`src/rtl/gfau_pkg.sv`:
```
package gfau_pkg;

  localparam int FIELD_BITS = 8;
  localparam int ELEM_W     = FIELD_BITS;
  localparam int OP_W       = 8;
  localparam int EXP_W      = 32;
  localparam int CMD_W      = 2;
  localparam int POLY_W     = 8;
  localparam int NDIG       = (EXP_W + ELEM_W - 1) / ELEM_W;
  localparam int SUM_W      = ELEM_W + $clog2(NDIG) + 1;
  localparam int NFOLD      = 4;

  localparam logic [ELEM_W-1:0] ORDER      = {ELEM_W{1'b1}};
  localparam logic [ELEM_W-1:0] INV_EXP    = ORDER - ELEM_W'(1);
  localparam logic [ELEM_W-1:0] ELEM_ONE   = ELEM_W'(1);
  localparam logic [ELEM_W-1:0] ELEM_ZERO  = '0;
  localparam logic [POLY_W-1:0] POLY_RESET = POLY_W'(29);

  typedef logic [ELEM_W-1:0] elem_t;

  typedef enum logic [CMD_W-1:0] {
    CMD_ADD = 2'd0,
    CMD_MUL = 2'd1,
    CMD_INV = 2'd2,
    CMD_POW = 2'd3
  } cmd_t;

  typedef struct packed {
    logic  valid;
    logic  ovr;
    elem_t ovr_val;
    elem_t acc;
    elem_t base;
    elem_t exp;
  } stage_t;

  function automatic elem_t gf_mul(input elem_t a, input elem_t b, input elem_t poly);
    elem_t acc;
    elem_t sh;
    logic  carry;
    acc = '0;
    sh  = a;
    for (int i = 0; i < ELEM_W; i++) begin
      if (b[i]) begin
        acc = acc ^ sh;
      end
      carry = sh[ELEM_W-1];
      sh    = sh << 1;
      if (carry) begin
        sh = sh ^ poly;
      end
    end
    return acc;
  endfunction

endpackage

```
`src/rtl/gfau_front.sv`:
```
module gfau_front import gfau_pkg::*; (
  input  logic             clk,
  input  logic             rst_n,
  input  logic             take,
  input  logic [CMD_W-1:0] cmd,
  input  logic [OP_W-1:0]  operand_a,
  input  logic [OP_W-1:0]  operand_b,
  input  logic [EXP_W-1:0] exponent,
  output stage_t           stage_out
);

  logic                     valid_r;
  stage_t                   pay_r;
  stage_t                   pay_nxt;
  elem_t                    a;
  elem_t                    b;
  elem_t                    e_red;
  logic [NDIG*ELEM_W-1:0]   e_pad;
  logic [SUM_W-1:0]         sum;
  cmd_t                     op;

  assign a     = ELEM_W'(operand_a);
  assign b     = ELEM_W'(operand_b);
  assign e_pad = (NDIG*ELEM_W)'(exponent);
  assign op    = cmd_t'(cmd);

  // exponent mod 2^M-1: digit sum, then end-around folds
  always_comb begin
    sum = '0;
    for (int i = 0; i < NDIG; i++) begin
      sum = sum + SUM_W'(e_pad[i*ELEM_W +: ELEM_W]);
    end
    for (int k = 0; k < NFOLD; k++) begin
      sum = SUM_W'(sum[ELEM_W-1:0]) + (sum >> ELEM_W);
    end
    e_red = (sum[ELEM_W-1:0] == ORDER) ? ELEM_ZERO : sum[ELEM_W-1:0];
  end

  always_comb begin
    pay_nxt         = '0;
    pay_nxt.valid   = 1'b1;
    pay_nxt.base    = a;
    pay_nxt.acc     = ELEM_ONE;
    unique case (op)
      CMD_ADD: begin
        pay_nxt.ovr     = 1'b1;
        pay_nxt.ovr_val = a ^ b;
      end
      CMD_MUL: begin
        pay_nxt.acc = b;
        pay_nxt.exp = ELEM_ONE;
      end
      CMD_INV: begin
        pay_nxt.exp     = INV_EXP;
        pay_nxt.ovr     = (a == ELEM_ZERO);
        pay_nxt.ovr_val = ELEM_ZERO;
      end
      CMD_POW: begin
        pay_nxt.exp     = e_red;
        pay_nxt.ovr     = (exponent == '0) || (a == ELEM_ZERO);
        pay_nxt.ovr_val = (exponent == '0) ? ELEM_ONE : ELEM_ZERO;
      end
      default: begin
        pay_nxt.ovr = 1'b1;
      end
    endcase
  end

  always_ff @(posedge clk) begin
    if (!rst_n) begin
      valid_r <= 1'b0;
    end else begin
      valid_r <= take;
    end
  end

  always_ff @(posedge clk) begin
    pay_r <= pay_nxt;
  end

  always_comb begin
    stage_out       = pay_r;
    stage_out.valid = valid_r;
  end

endmodule

```
`src/rtl/gfau_cell.sv`:
```
module gfau_cell import gfau_pkg::*; (
  input  logic   clk,
  input  logic   rst_n,
  input  elem_t  poly,
  input  stage_t stage_in,
  output stage_t stage_out
);

  logic   valid_r;
  stage_t pay_r;
  stage_t pay_nxt;

  // one square-and-multiply step on the low exponent bit
  always_comb begin
    pay_nxt      = stage_in;
    pay_nxt.acc  = stage_in.exp[0] ? gf_mul(stage_in.acc, stage_in.base, poly)
                                   : stage_in.acc;
    pay_nxt.base = gf_mul(stage_in.base, stage_in.base, poly);
    pay_nxt.exp  = stage_in.exp >> 1;
  end

  always_ff @(posedge clk) begin
    if (!rst_n) begin
      valid_r <= 1'b0;
    end else begin
      valid_r <= stage_in.valid;
    end
  end

  always_ff @(posedge clk) begin
    pay_r <= pay_nxt;
  end

  always_comb begin
    stage_out       = pay_r;
    stage_out.valid = valid_r;
  end

endmodule

```
`src/rtl/gf2m_arithmetic_unit.sv`:
```
// From start to out_valid an item passes the front register, each cell register and the output register.
// Throughput: one item per cycle; busy stays low, start may be high every cycle.
// The chain holds one square-and-multiply cell per exponent bit.
// Results appear for one cycle on out_valid; the receiver cannot stall.
// Reset (rst_n low, synchronous) flushes all items and sets field_poly to 0x1D.
module gf2m_arithmetic_unit import gfau_pkg::*; (
  input  logic              clk,
  input  logic              rst_n,
  input  logic              start,
  output logic              busy,
  input  logic [CMD_W-1:0]  in_cmd,
  input  logic [OP_W-1:0]   in_operand_a,
  input  logic [OP_W-1:0]   in_operand_b,
  input  logic [EXP_W-1:0]  in_exponent,
  output logic              out_valid,
  output logic [OP_W-1:0]   out_result,
  input  logic              cfg_valid,
  output logic              cfg_ready,
  input  logic [POLY_W-1:0] cfg_field_poly
);

  logic [POLY_W-1:0] poly_r;
  elem_t             poly;
  stage_t            chain [ELEM_W+1];
  logic              out_valid_r;
  logic [OP_W-1:0]   out_result_r;
  logic [OP_W-1:0]   out_result_nxt;

  assign busy      = 1'b0;
  assign cfg_ready = 1'b1;
  assign poly      = ELEM_W'(poly_r);

  always_ff @(posedge clk) begin
    if (!rst_n) begin
      poly_r <= POLY_RESET;
    end else if (cfg_valid && cfg_ready) begin
      poly_r <= cfg_field_poly;
    end
  end

  gfau_front u_front (
    .clk       (clk),
    .rst_n     (rst_n),
    .take      (start && !busy),
    .cmd       (in_cmd),
    .operand_a (in_operand_a),
    .operand_b (in_operand_b),
    .exponent  (in_exponent),
    .stage_out (chain[0])
  );

  for (genvar g = 0; g < ELEM_W; g++) begin : g_cell
    gfau_cell u_cell (
      .clk       (clk),
      .rst_n     (rst_n),
      .poly      (poly),
      .stage_in  (chain[g]),
      .stage_out (chain[g+1])
    );
  end

  assign out_result_nxt = chain[ELEM_W].ovr ? OP_W'(chain[ELEM_W].ovr_val)
                                            : OP_W'(chain[ELEM_W].acc);

  always_ff @(posedge clk) begin
    if (!rst_n) begin
      out_valid_r <= 1'b0;
    end else begin
      out_valid_r <= chain[ELEM_W].valid;
    end
  end

  always_ff @(posedge clk) begin
    out_result_r <= out_result_nxt;
  end

  assign out_valid  = out_valid_r;
  assign out_result = out_result_r;

endmodule
```
`config.mk`:
```
export PLATFORM = sky130hd
export DESIGN_NAME = gf2m_arithmetic_unit
export DESIGN_NICKNAME = d
export VERILOG_FILES = /design/src/rtl/gfau_pkg.sv /design/src/rtl/gfau_front.sv /design/src/rtl/gfau_cell.sv /design/src/rtl/gf2m_arithmetic_unit.sv
export SDC_FILE = /design/constraint.sdc
export NUM_CORES = 2
export LEC_CHECK = 0
export ABC_AREA = 0
export ABC_CLOCK_PERIOD_IN_PS = 10200
export BUFFER_PORTS_ARGS = -buffer_cell sky130_fd_sc_hd__buf_2
export CORE_AREA = 2 2 316 318
export DETAILED_ROUTE_END_ITERATION = 7
export DIE_AREA = 0 0 318 320
export GPL_ROUTABILITY_DRIVEN = 0
export PLACE_DENSITY_LB_ADDON = 0.3
export SKIP_LAST_GASP = 1
export SLEW_MARGIN = 15
export SYNTH_ARGS = -nofsm -noshare
export SYNTH_HDL_FRONTEND = slang
export SYNTH_SLANG_ARGS = --single-unit
```
`constraint.sdc`:
```
create_clock -name clk -period 10.2 [get_ports clk]
set_input_delay 1.02 -clock clk [delete_from_list [all_inputs] [get_ports clk]]
set_output_delay 1.02 -clock clk [all_outputs]
set_load 0.005 [all_outputs]
```
**Word level (Yosys, flattened, before mapping)**

Cells that the tools add are included.

- Output and inout port bits: 11
- Register bits after elaboration: 279
- Word-level logic and storage cells: 519
- Input port bits: 62

- Mux-type cells: 238
- Reduce and logical (&&, ||, !) cells: 4
- Add/sub/neg operators: 7
- Bitwise gates (word level): 211
- Equality and inequality tests: 4

Operators by type and width:

| operator | count |
|---|---|
| $mux W8 | 235 |
| $xor A8 B8 Y8 | 211 |
| $logic_not A32 Y1 | 1 |
| $add A8 B3 Y9 | 3 |
| $pmux W9 S3 | 1 |
| $pmux W8 S3 | 1 |
| $add A11 B8 Y11 | 2 |
| $add A8 B8 Y9 | 1 |
| $add A8 B3 Y8 | 1 |
| $eq A8 B8 Y1 const B | 1 |
| $logic_not A8 Y1 | 1 |
| $eq A2 B2 Y1 const B | 2 |
| $eq A2 B1 Y1 const B | 1 |
| $logic_not A2 Y1 | 1 |
| $logic_or A1 B1 Y1 | 1 |
| $mux W1 | 1 |

**Longest topological paths before layout**

- Word-level depth: 17
- Depth in mapped cells: 41
- Gate-level depth less buffers: 41

**Cells and area by module**

From an unflattened synthesis, not the netlist that was laid out.

- Cells, all modules: 6069
- Area total of the unflattened synthesis: 45010.7 µm²

By module, submodules not included:

| module | times used | cells an instance | seq. area each (µm²) | area each (µm²) |
|---|---|---|---|---|
| gfau_cell | 8 | 713 | 660.6 | 5191.2 |
| gfau_front | 1 | 317 | 680.7 | 2849.0 |
| gf2m_arithmetic_unit | 1 | 48 | 340.3 | 631.9 |

**Least setup slack after synthesis**

No wires, ideal clock.

- Kind: input port to flip-flop
- Start point: input port in_exponent[0]
- End point: register u_front.pay_r, in the netlist u_front.stage_out[4]
- Stages: 37
- Data arrival time: 7714 ps
- Setup slack: 2360 ps
- Path through: ha_1 fa_1 xnor2_1 fa_1 inv_1 ha_1 a21o_1 a21oi_1 o21bai_1 a21oi_1 o21bai_1 a21oi_1 xnor2_1 ha_1 fa_1 nand3_1 nor2_1 and3_1 ha_1 ha_1 nand4b_1 inv_1 nand3_1 a21oi_1 ha_1 ha_1 nand2_1 nor2_1 and4_1 ha_1 ha_1 and3b_1 xnor2_1 nor4b_1 o21ai_0 o21ai_1 nor2_1

RTL lines:

| item | line | source |
|---|---|---|
| start, declared | gf2m_arithmetic_unit.sv:14 | `input logic [EXP_W-1:0] in_exponent,` |
| end signal, assigned | gfau_front.sv:78 | `pay_r <= pay_nxt;` |
| end, declared | gfau_front.sv:13 | `stage_t pay_r;` |

==> results.toml <==
[status]
status = "complete, no violations"

[cts]
cts_buffers = 35
cts_tree = "yes"
cts_hold_buf = 0
cts_root_buf = "clkbuf_16"
insertion_delay_ps = 590
path_clk_slew_ps = 60
ctsLongestPathBuffers = 3
h-tree-depth = 2
postCtsSetupBuffers = 0
cts_num_sinks = 279
cts-resized-gates = 0

[job]
max_cap_violations = 0

[timing]
max_clock_freq_ghz = 0.122
setup-violations-final = 0
slew_viol_final = 0
setup_tns_ps = 0
period_needed_ps = 8180
maxSlewHeadroom = 0.241
hold_violations = 0
worst_slew_pin_slew_ps = 1140
post-route-period-util = 0.802
finalWorstSetupSlack_ps = 2020
skew_ps = 32.5
rsz0062_at_grt = "false"

[cells_and_area]
n_fill_cell = 9718
final_core_util = 0.463
final_cell_mix = "nand2_1, xnor2_1, o21ai_0"
area_delta_synth_final_pct = 3.51
drive_gt1_frac = 0.0784
final_common_cell = "nand2_1"
finalNetCount = 5722

[yosys]
ys.flop_type = "dfxtp_1"
synth.yosys.warnings = 0
synth_enable_flop_cells = 0
syn_inst = 5967
netlist_top_cells_area = "xnor2_1, dfxtp_1, nand2_1"
synth_cell_type_count = 105
ys_ff_latch = 279
yosys.area.top_type = "xnor2_1"
synthArstFlopShare = 0
yosysSeqAreaShare = 0.127
yosysTopAreaCellShare = 0.160
synth_fp_nets = 6064
synth.avg_cell_area_um2 = 7.35
syn-cell-area_mm2 = 0.0439

[setup_path]
crit_arrival_ps = 8610
r2r-start = "poly[5]$_SDFFE_PN0P_"
crit_path_frequent_cell = "ha_1"
worstSetupStartpointType = "input port"
critPathMaxFanout = 5
endpoint_kind = "register"
reg2reg_slack_ps = 4320
critPathKind = "input port to register"
slowest_delay_ps = 470
reg2reg_depth = 12
cpMaxStageDelayCell = "fa_1"
rr_endpoint = "g_cell[4].u_cell.stage_out[22]$_DFF_P_"
required_ps = 10630

[route]
num_vias = 43000
vias_per_cell = 6.20
wl_per_cell_um = 20.3
first_pass_iters = 6
antenna_left = 0
drt_iter0_drc = 4407
routed_wl_um = 141000
drc = 0

[floorplan]
chipHeight_um = 320
die_area_mm2 = 0.102
num_rows = 115
initial_utilization = 0.448
coreArea_mm2 = 0.0980
die_x_um = 318
io-pin-count = 73

[global_routing]
overflow = 0
antenna_found_initial = 4
track_usage = 0.267
grt_pass1_vias = 39500
grt_first_pass_wirelength_um = 223000
grt_max_degree = 147

[min_path]
min-delay-start = "g_cell[3].u_cell.stage_out[27]$_DFF_P_"
hold_class = "register to register"
min_path_cells = 0
hold_path_end = "g_cell[4].u_cell.stage_out[27]$_DFF_P_"

[placed_design]
dpl.hpwl_um = 93200
place.port_buffers = 70
detailedPlace.worstSlack_ps = 1520
layer usage:
metal	track usage	vias up	wire, µm
li1	-	20500	-
met1	0.360	20400	60800
met2	0.432	1832	63500
met3	0.0322	282	11500
met4	0.105	0	5340
met5	0	-	0
per-stage QoR:
step / instances / hold slack [ps] / instance area (µm²)
finish: 6939 / 302 / 45400
global route: 6939 / 319 / 45400
CTS: 6938 / 304 / 45400
detailed placement: 6875 / 312 / 44200
global placement: 6875 / 310 / 44200
floorplan: 5967 / 310 / 43900
state kept, by name (all words and copies together) (netlist names):
name and cells:
g_cell.u_cell.valid_r 8, out_result 8, g_cell.u_cell.stage_out 220, u_front.valid_r 1
u_front.stage_out 33, poly 8, out_valid 1
cell families (layout without fill, tap and decap cells):
family          count (synthesis)  in the layout  synth area share
flops                         279            279             0.127
simple gates                 2155           2155             0.243
buf+inv                       636            320            0.0614
other cells                     2              3          0.000171
xor+xnor                     1192           1192             0.286
compound gates               1599           1599             0.254
fa+ha+maj                      36             36            0.0121
mux                            68             68            0.0161
critical path: cells and delay by family:
kind	cells	cell delay, ps
adders and majority gates	12	3300
xor gates and xnor gates	3	500
buffers and inverters	3	260
and+or+nand+nor	10	1640
AOI/OAI and AO/OA	10	1890
cells in the mapped netlist, types with 93 or more instances:
library cell,instances
nor2_1,272
a21oi_1,311
nand3_1,261
xnor3_1,122
nand2_1,883
clkbuf_1,355
xor2_1,238
dfxtp_1,279
xnor2_1,800
inv_1,93
o21ai_0,423
and3_1,96
worst max-delay path by stage:
stage                                               to      startpoint
after global placement    u_front.stage_out[4]$_DFF_P_  in_exponent[0]
after floorplan           u_front.stage_out[4]$_DFF_P_  in_exponent[0]
after detailed placement  u_front.stage_out[4]$_DFF_P_  in_exponent[0]
final                     u_front.stage_out[3]$_DFF_P_  in_exponent[0]
after CTS                 u_front.stage_out[4]$_DFF_P_  in_exponent[0]
after global routing      u_front.stage_out[5]$_DFF_P_  in_exponent[0]
area by class of cell:
cell class	instances	area (µm²)	area share
Clock buffer	46	967	0.0213
Multi-Input combinational cell	5052	35600	0.784
Inverter	102	388	0.00855
Clock inverter	17	218	0.00480
Antenna cell	1	2.50	0.0000551
Sequential cell	279	5620	0.124
Tap cell	1287	1610	0.0355
Timing Repair Buffer	155	1010	0.0223
Power is left out: the tool's default activity adds up to more than one toggle a clock period on the data nets, which glitch-free logic cannot reach.
